File: config.mk
export PLATFORM = sky130hd
export DESIGN_NAME = sha1_message_digest_top
export DESIGN_NICKNAME = d
export VERILOG_FILES = /design/src/hdl/sha1_pkg.sv /design/src/hdl/sha1_message_digest_top.sv
export SDC_FILE = /design/constraint.sdc
export NUM_CORES = 2
export LEC_CHECK = 0
export BUFFER_PORTS_ARGS = -buffer_cell sky130_fd_sc_hd__buf_2
export CELL_PAD_IN_SITES_DETAIL_PLACEMENT = 1
export CELL_PAD_IN_SITES_GLOBAL_PLACEMENT = 1
export CORE_MARGIN = 10
export CORE_UTILIZATION = 45
export CTS_CLUSTER_DIAMETER = 60
export DETAILED_ROUTE_END_ITERATION = 6
export GPL_TIMING_DRIVEN = 0
export PLACE_DENSITY_LB_ADDON = 0.15
export SYNTH_ARGS = -nofsm -noshare
export SYNTH_HDL_FRONTEND = slang
export SYNTH_SLANG_ARGS = --single-unit
File: constraint.sdc
create_clock -name clk -period 44.1 [get_ports clk]
set_input_delay 2.205 -clock clk [delete_from_list [all_inputs] [get_ports clk]]
set_output_delay 2.205 -clock clk [all_outputs]
set_load 0.1 [all_outputs]
File: src/hdl/sha1_pkg.sv
`default_nettype none
package sha1_pkg;

  localparam int unsigned BLOCK_BYTES = 64;
  localparam int unsigned LEN_POS     = 56;
  localparam int unsigned ROUNDS      = 80;
  localparam int unsigned DIGEST_WORDS = 5;

  localparam logic [31:0] H0 = 32'h67452301;
  localparam logic [31:0] H1 = 32'hEFCDAB89;
  localparam logic [31:0] H2 = 32'h98BADCFE;
  localparam logic [31:0] H3 = 32'h10325476;
  localparam logic [31:0] H4 = 32'hC3D2E1F0;

  localparam logic [31:0] K0 = 32'h5A827999;
  localparam logic [31:0] K1 = 32'h6ED9EBA1;
  localparam logic [31:0] K2 = 32'h8F1BBCDC;
  localparam logic [31:0] K3 = 32'hCA62C1D6;

  localparam logic [7:0] PAD_MARK = 8'h80;

  typedef enum logic [1:0] {
    ST_IDLE,
    ST_PAD,
    ST_COMPRESS,
    ST_OUT
  } state_t;

  typedef enum logic [1:0] {
    FN_CHOOSE,
    FN_PARITY_A,
    FN_MAJORITY,
    FN_PARITY_B
  } round_fn_t;

  function automatic logic [31:0] rotl(input logic [31:0] v, input logic [4:0] n);
    logic [63:0] dbl;
    dbl = {v, v} << n;
    return dbl[63:32];
  endfunction

endpackage
`default_nettype wire

File: src/hdl/sha1_message_digest_top.sv
`default_nettype none
// Channel  | Valid      | Stall      | Payload
// ---------+------------+------------+----------------------------------------
// input    | in_valid   | in_stall   | data_byte, has_byte, is_last
// output   | out_valid  | out_stall  | digest_word, word_index, last_word
//
// A plain byte beat does not stall the input. The beat that fills a 64-byte
// block stalls the input while it is compressed: 80 rounds on the single
// round adder, then a fold of the working words into the chaining words.
// A last beat adds 9 to 72 pad/length bytes, one or two compressions,
// and five output beats. rst is synchronous; it restores the initial chaining
// words and a zero bit count. A stalled output holds its word and index.
module sha1_message_digest_top
  import sha1_pkg::*;
(
  input  wire logic        clk,
  input  wire logic        rst,
  input  wire logic        in_valid,
  output logic             in_stall,
  input  wire logic [7:0]  data_byte,
  input  wire logic        has_byte,
  input  wire logic        is_last,
  output logic             out_valid,
  input  wire logic        out_stall,
  output logic [31:0]      digest_word,
  output logic [2:0]       word_index,
  output logic             last_word
);

  state_t      state, state_next;

  // Message schedule window, also the block buffer: word 0 sits in the top bits.
  logic [511:0] sched;
  logic [63:0]  bit_count;
  logic [63:0]  len_bits;
  logic [31:0]  chain [DIGEST_WORDS];
  logic [31:0]  ra, rb, rc, rd, re;
  logic [6:0]   rnd;
  logic         padding;   // message closed, pad/length in progress
  logic         mark;      // 0x80 still to be appended
  logic         lenph;     // length bytes being appended
  logic [2:0]   word_idx;

  logic         in_acc, out_acc;
  logic         absorb_en;
  logic [7:0]   absorb_byte;
  logic [5:0]   pos;
  logic         blk_full;
  logic [63:0]  len_shift;
  logic [31:0]  w0, w2, w8, w13, w_new;
  logic [31:0]  f, k, tmp;
  round_fn_t    fn;

  assign pos       = bit_count[8:3];
  assign in_acc    = in_valid && !in_stall;
  assign out_acc   = out_valid && !out_stall;
  assign len_shift = len_bits << {pos[2:0], 3'b000};
  assign blk_full  = absorb_en && (pos == 6'(BLOCK_BYTES - 1));

  assign w0  = sched[511:480];
  assign w2  = sched[447:416];
  assign w8  = sched[255:224];
  assign w13 = sched[95:64];
  assign w_new = rotl(w13 ^ w8 ^ w2 ^ w0, 5'd1);

  // Round function selection by round range.
  always_comb begin
    if (rnd < 7'd20)      fn = FN_CHOOSE;
    else if (rnd < 7'd40) fn = FN_PARITY_A;
    else if (rnd < 7'd60) fn = FN_MAJORITY;
    else                  fn = FN_PARITY_B;
  end

  always_comb begin
    unique case (fn)
      FN_CHOOSE: begin
        f = (rb & rc) | (~rb & rd);
        k = K0;
      end
      FN_PARITY_A: begin
        f = rb ^ rc ^ rd;
        k = K1;
      end
      FN_MAJORITY: begin
        f = (rb & rc) | (rb & rd) | (rc & rd);
        k = K2;
      end
      default: begin
        f = rb ^ rc ^ rd;
        k = K3;
      end
    endcase
  end

  assign tmp = rotl(ra, 5'd5) + f + re + k + w0;

  // Next state
  always_comb begin
    state_next = state;
    unique case (state)
      ST_IDLE: begin
        if (in_acc) begin
          if (has_byte && (pos == 6'(BLOCK_BYTES - 1))) state_next = ST_COMPRESS;
          else if (is_last)                             state_next = ST_PAD;
        end
      end
      ST_PAD: begin
        if (pos == 6'(BLOCK_BYTES - 1)) state_next = ST_COMPRESS;
      end
      ST_COMPRESS: begin
        if (rnd == 7'(ROUNDS)) begin
          if (!padding)  state_next = ST_IDLE;
          else if (lenph) state_next = ST_OUT;
          else            state_next = ST_PAD;
        end
      end
      ST_OUT: begin
        if (out_acc && (word_idx == 3'(DIGEST_WORDS - 1))) state_next = ST_IDLE;
      end
      default: state_next = ST_IDLE;
    endcase
  end

  // Outputs of the sequencer
  always_comb begin
    in_stall    = 1'b1;
    out_valid   = 1'b0;
    absorb_en   = 1'b0;
    absorb_byte = data_byte;
    unique case (state)
      ST_IDLE: begin
        in_stall  = 1'b0;
        absorb_en = in_valid && has_byte;
      end
      ST_PAD: begin
        absorb_en = 1'b1;
        if (mark)                                 absorb_byte = PAD_MARK;
        else if (lenph || pos == 6'(LEN_POS))     absorb_byte = len_shift[63:56];
        else                                      absorb_byte = 8'h00;
      end
      ST_COMPRESS: begin
      end
      ST_OUT: begin
        out_valid = 1'b1;
      end
      default: begin
      end
    endcase
  end

  always_ff @(posedge clk) begin
    if (rst) begin
      state    <= ST_IDLE;
      bit_count <= '0;
      chain[0] <= H0;
      chain[1] <= H1;
      chain[2] <= H2;
      chain[3] <= H3;
      chain[4] <= H4;
      rnd      <= '0;
      padding  <= 1'b0;
      mark     <= 1'b0;
      lenph    <= 1'b0;
      word_idx <= '0;
    end else begin
      state <= state_next;

      if (absorb_en) begin
        sched     <= {sched[503:0], absorb_byte};
        bit_count <= bit_count + 64'd8;
      end

      if (blk_full) begin
        rnd <= '0;
        ra  <= chain[0];
        rb  <= chain[1];
        rc  <= chain[2];
        rd  <= chain[3];
        re  <= chain[4];
      end

      if (in_acc && is_last) begin
        padding  <= 1'b1;
        mark     <= 1'b1;
        lenph    <= 1'b0;
        len_bits <= has_byte ? bit_count + 64'd8 : bit_count;
      end

      if (state == ST_PAD) begin
        mark <= 1'b0;
        if (!mark && pos == 6'(LEN_POS)) lenph <= 1'b1;
      end

      if (state == ST_COMPRESS) begin
        if (rnd != 7'(ROUNDS)) begin
          ra    <= tmp;
          rb    <= ra;
          rc    <= rotl(rb, 5'd30);
          rd    <= rc;
          re    <= rd;
          sched <= {sched[479:0], w_new};
          rnd   <= rnd + 7'd1;
        end else begin
          chain[0] <= chain[0] + ra;
          chain[1] <= chain[1] + rb;
          chain[2] <= chain[2] + rc;
          chain[3] <= chain[3] + rd;
          chain[4] <= chain[4] + re;
        end
      end

      if (out_acc) begin
        if (word_idx == 3'(DIGEST_WORDS - 1)) begin
          word_idx  <= '0;
          padding   <= 1'b0;
          lenph     <= 1'b0;
          bit_count <= '0;
          chain[0]  <= H0;
          chain[1]  <= H1;
          chain[2]  <= H2;
          chain[3]  <= H3;
          chain[4]  <= H4;
        end else begin
          word_idx <= word_idx + 3'd1;
        end
      end
    end
  end

  always_comb begin
    unique case (word_idx)
      3'd0:    digest_word = chain[0];
      3'd1:    digest_word = chain[1];
      3'd2:    digest_word = chain[2];
      3'd3:    digest_word = chain[3];
      default: digest_word = chain[4];
    endcase
  end

  assign word_index = word_idx;
  assign last_word  = (word_idx == 3'(DIGEST_WORDS - 1));

endmodule
`default_nettype wire

==> results.yml <==
worst_setup_path:
  crit_path_start_kind: "register"
  startpoint: "rnd[5]"
  worst-endpoint-arrival_ps: 9430
  slowest_delay_ps: 790
  crit_buf_inv: 6
  end_kind: "register"
  crit_slowest_cell: "ha_1"
  critPathTopFamily: "adder cells"
  worst-path-stages: 24
  crit_required_ps: 44700
  reg2reg_depth: 24
  r2r_start: "rnd[5]"
  crit_chain: "buf_2 -> inv_1 -> maj3_1 -> a221o_1 -> clkbuf_1 -> inv_1 -> ha_1 -> clkbuf_1 -> a221oi_1 -> a21oi_1 -> fa_1 -> fa_1 -> ha_1 -> inv_1 -> fa_1 -> nand2b_1 -> a21oi_1 -> nor3_1 -> o21ai_1 -> a41oi_1 -> a31o_2 -> o211a_1 -> or3_1 -> a31oi_1"
  critPathMaxFanout: 10
  crit_type: "reg -> reg"
clocking:
  cts.clk_slew.worst_paths_ps: 60
  cts_buffer_depth: 3
  numCtsBuffers: 135
  clkLatencyLatePin_ps: 780
  cts_tree: "built"
  cts.sinks: 969
  post_cts_buffers: 0
  post_cts_resized: 0
  h-tree-depth: 4
  cts_root_buf: "clkbuf_16"
  holdBufCountCts: 0
logic_synthesis:
  post_synth_num_cell_types: 86
  async_reset_ff_share_pct: 0
  synth_fp_nets: 7063
  yosysMostFrequentCell: "nand2_1"
  synth_commonest_cells: "1578 x nand2_1, 916 x nor2_1, 893 x edfxtp_1, 710 x a31oi_1, 364 x clkbuf_1"
  synth.yosys.seq_area_share_pct: 46.6
  synth_seq_cells: 969
  synthesis.instances: 6717
  synth_edf_count: 893
  avgSynthCellArea_um2: 9.04
  synth_warnings: 0
  synth.cell_area_um2: 60700
  synth_area_leader_cell: "edfxtp_1"
  yosysTopAreaCellShare_pct: 44.1
  synth_area_leaders: "edfxtp_1 44%, nand2_1 9.8%, a31oi_1 7.3%"
  ys.flop_type: "edfxtp_1"
timing:
  tightest_slew_ps: 1510
  min_period_over_period_pct: 20.0
  fmax_ghz: 0.113
  finalSetupTns_ps: 0
  worst_slack_ps: 35270
  setup_violations: 0
  final_max_slew_viol_count: 11
  hold_viol: 0
  slew-limit-headroom_pct: -0.703
  rsz0062_at_grt: "no"
  period_needed_ps: 8830
  fin_skew_ps: 26.7
placed_design:
  dp_slack_ps: 35530
  hpwlAfterDp_um: 178000
  dpl.cell_count: 8545
  gp_congestion: 0.976
  portBuffers: 50
flow_run:
  cap_violations: 1
layout:
  nets: 7260
  area_growth_pct: 11.4
  drive_above_1_share_pct: 4.77
  stdcell_count: 8779
global_route:
  grt_pass1_vias: 55100
  gr-total-overflow: 0
  track_usage_pct: 29.9
  grt_max_degree: 123
  antenna_found_initial: 3
  grt_pass1_wl_um: 345000
min_path:
  whs_path_depth: 2
  hold_start: "padding"
  min_path_type: "reg -> reg"
floorplan:
  io_pins: 52
  fp.dieW_um: 387
  dieArea_um2: 150000
  core_um2: 134000
  start_util_pct: 45.4
  rows: 134
  fp.dieH_um: 387
route:
  drc: 0
  drtIter0Drc: 4500
  vias_per_cell: 6.10
  post_drt_wl_per_cell_um: 26.4
  wirelength_um: 232000
  final_antenna_net_count: 0
  first_pass_iters: 5
  num_vias: 53500
power:
  power_mw: 4.00
  irDropWorstVdd_uv: 39.4
  power_density_nw_per_um2: 59.1
  leakage_nw: 26.2
status:
  violations: "max-capacitance violations, max-slew violations"
  run_status: "finished with violations"
[tightest hold or removal path: stages, from the launching register on]
cell     delay (ps)
dfxtp_1         350
nor2_1           60
nor2_1           70
[state kept, by name (all words and copies together), names as in the netlist]
signal,flops
bit_count,61
chain,160
len_bits,61
lenph,1
mark,1
padding,1
ra,32
rb,32
rc,32
rd,32
re,32
rnd,7
sched,512
state,2
word_index,3
[worst paths after layout]
path	end	slack, ps
max	ra[31]	35270
min	padding	510
max reg2reg	ra[31]	35270
min reg2reg	padding	510
[power by group]
part	internal [mW]	switching, mW	total [mW]
Sequential	1.20	0.209	1.41
Combinational	0.592	0.935	1.53
Clock	0.626	0.438	1.06
Total	2.42	1.58	4.00
[metrics by stage]
stage / hold WS [ps] / instance area (µm²) / util, %
after floorplan: 463 / 60700 / -
after global placement: 483 / 63200 / 47.2
after detailed placement: 494 / 63500 / 47.5
after CTS: 507 / 67700 / 50.6
after global routing: 527 / 67700 / 50.6
final: 506 / 67700 / 50.6
[per-layer routing]
layer  wire (µm)  GRT usage, %  share of wire (%)
met5          27             0              0.012
met4       14300          16.2                6.2
met3       13400          4.08                5.8
met2      110000          49.7                 47
met1       94700          37.5                 41
[cells by family (layout without fill, tap and decap cells)]
logic type,count (synthesis),after routing,share of synthesized area (%)
muxes,39,39,0.927
xor gates and xnor gates,317,317,4.57
and+or+nand+nor,2911,2911,19.8
adders and majority gates,333,333,8.40
buffers and inverters,697,988,4.36
AOI/OAI and AO/OA,1451,1451,15.3
DFF,969,969,46.6
other,0,3,0
[area by class of cell]
type	instances	area [µm²]
fill	15300	66100
buffer	404	1550
sequential	969	28300
timing repair buffer	60	510
tap	1768	2210
antenna	3	7.51
inverter	293	1110
multi-input combinational	5051	29800
clock inverter	57	519
clock buffer	174	3640
[placed cells by master, fill, tap and decap left out, drive strengths merged, types with 68 or more instances in the layout]
master / n
a21o: 114
nand2: 1578
clkbuf: 538
nor2: 918
xnor2: 182
edfxtp: 893
fa: 125
a22oi: 68
xor2: 135
o21ai: 163
ha: 207
a31oi: 710
buf: 100
inv: 296
a21oi: 180
dfxtp: 76
(Power assumes the default switching activity.)
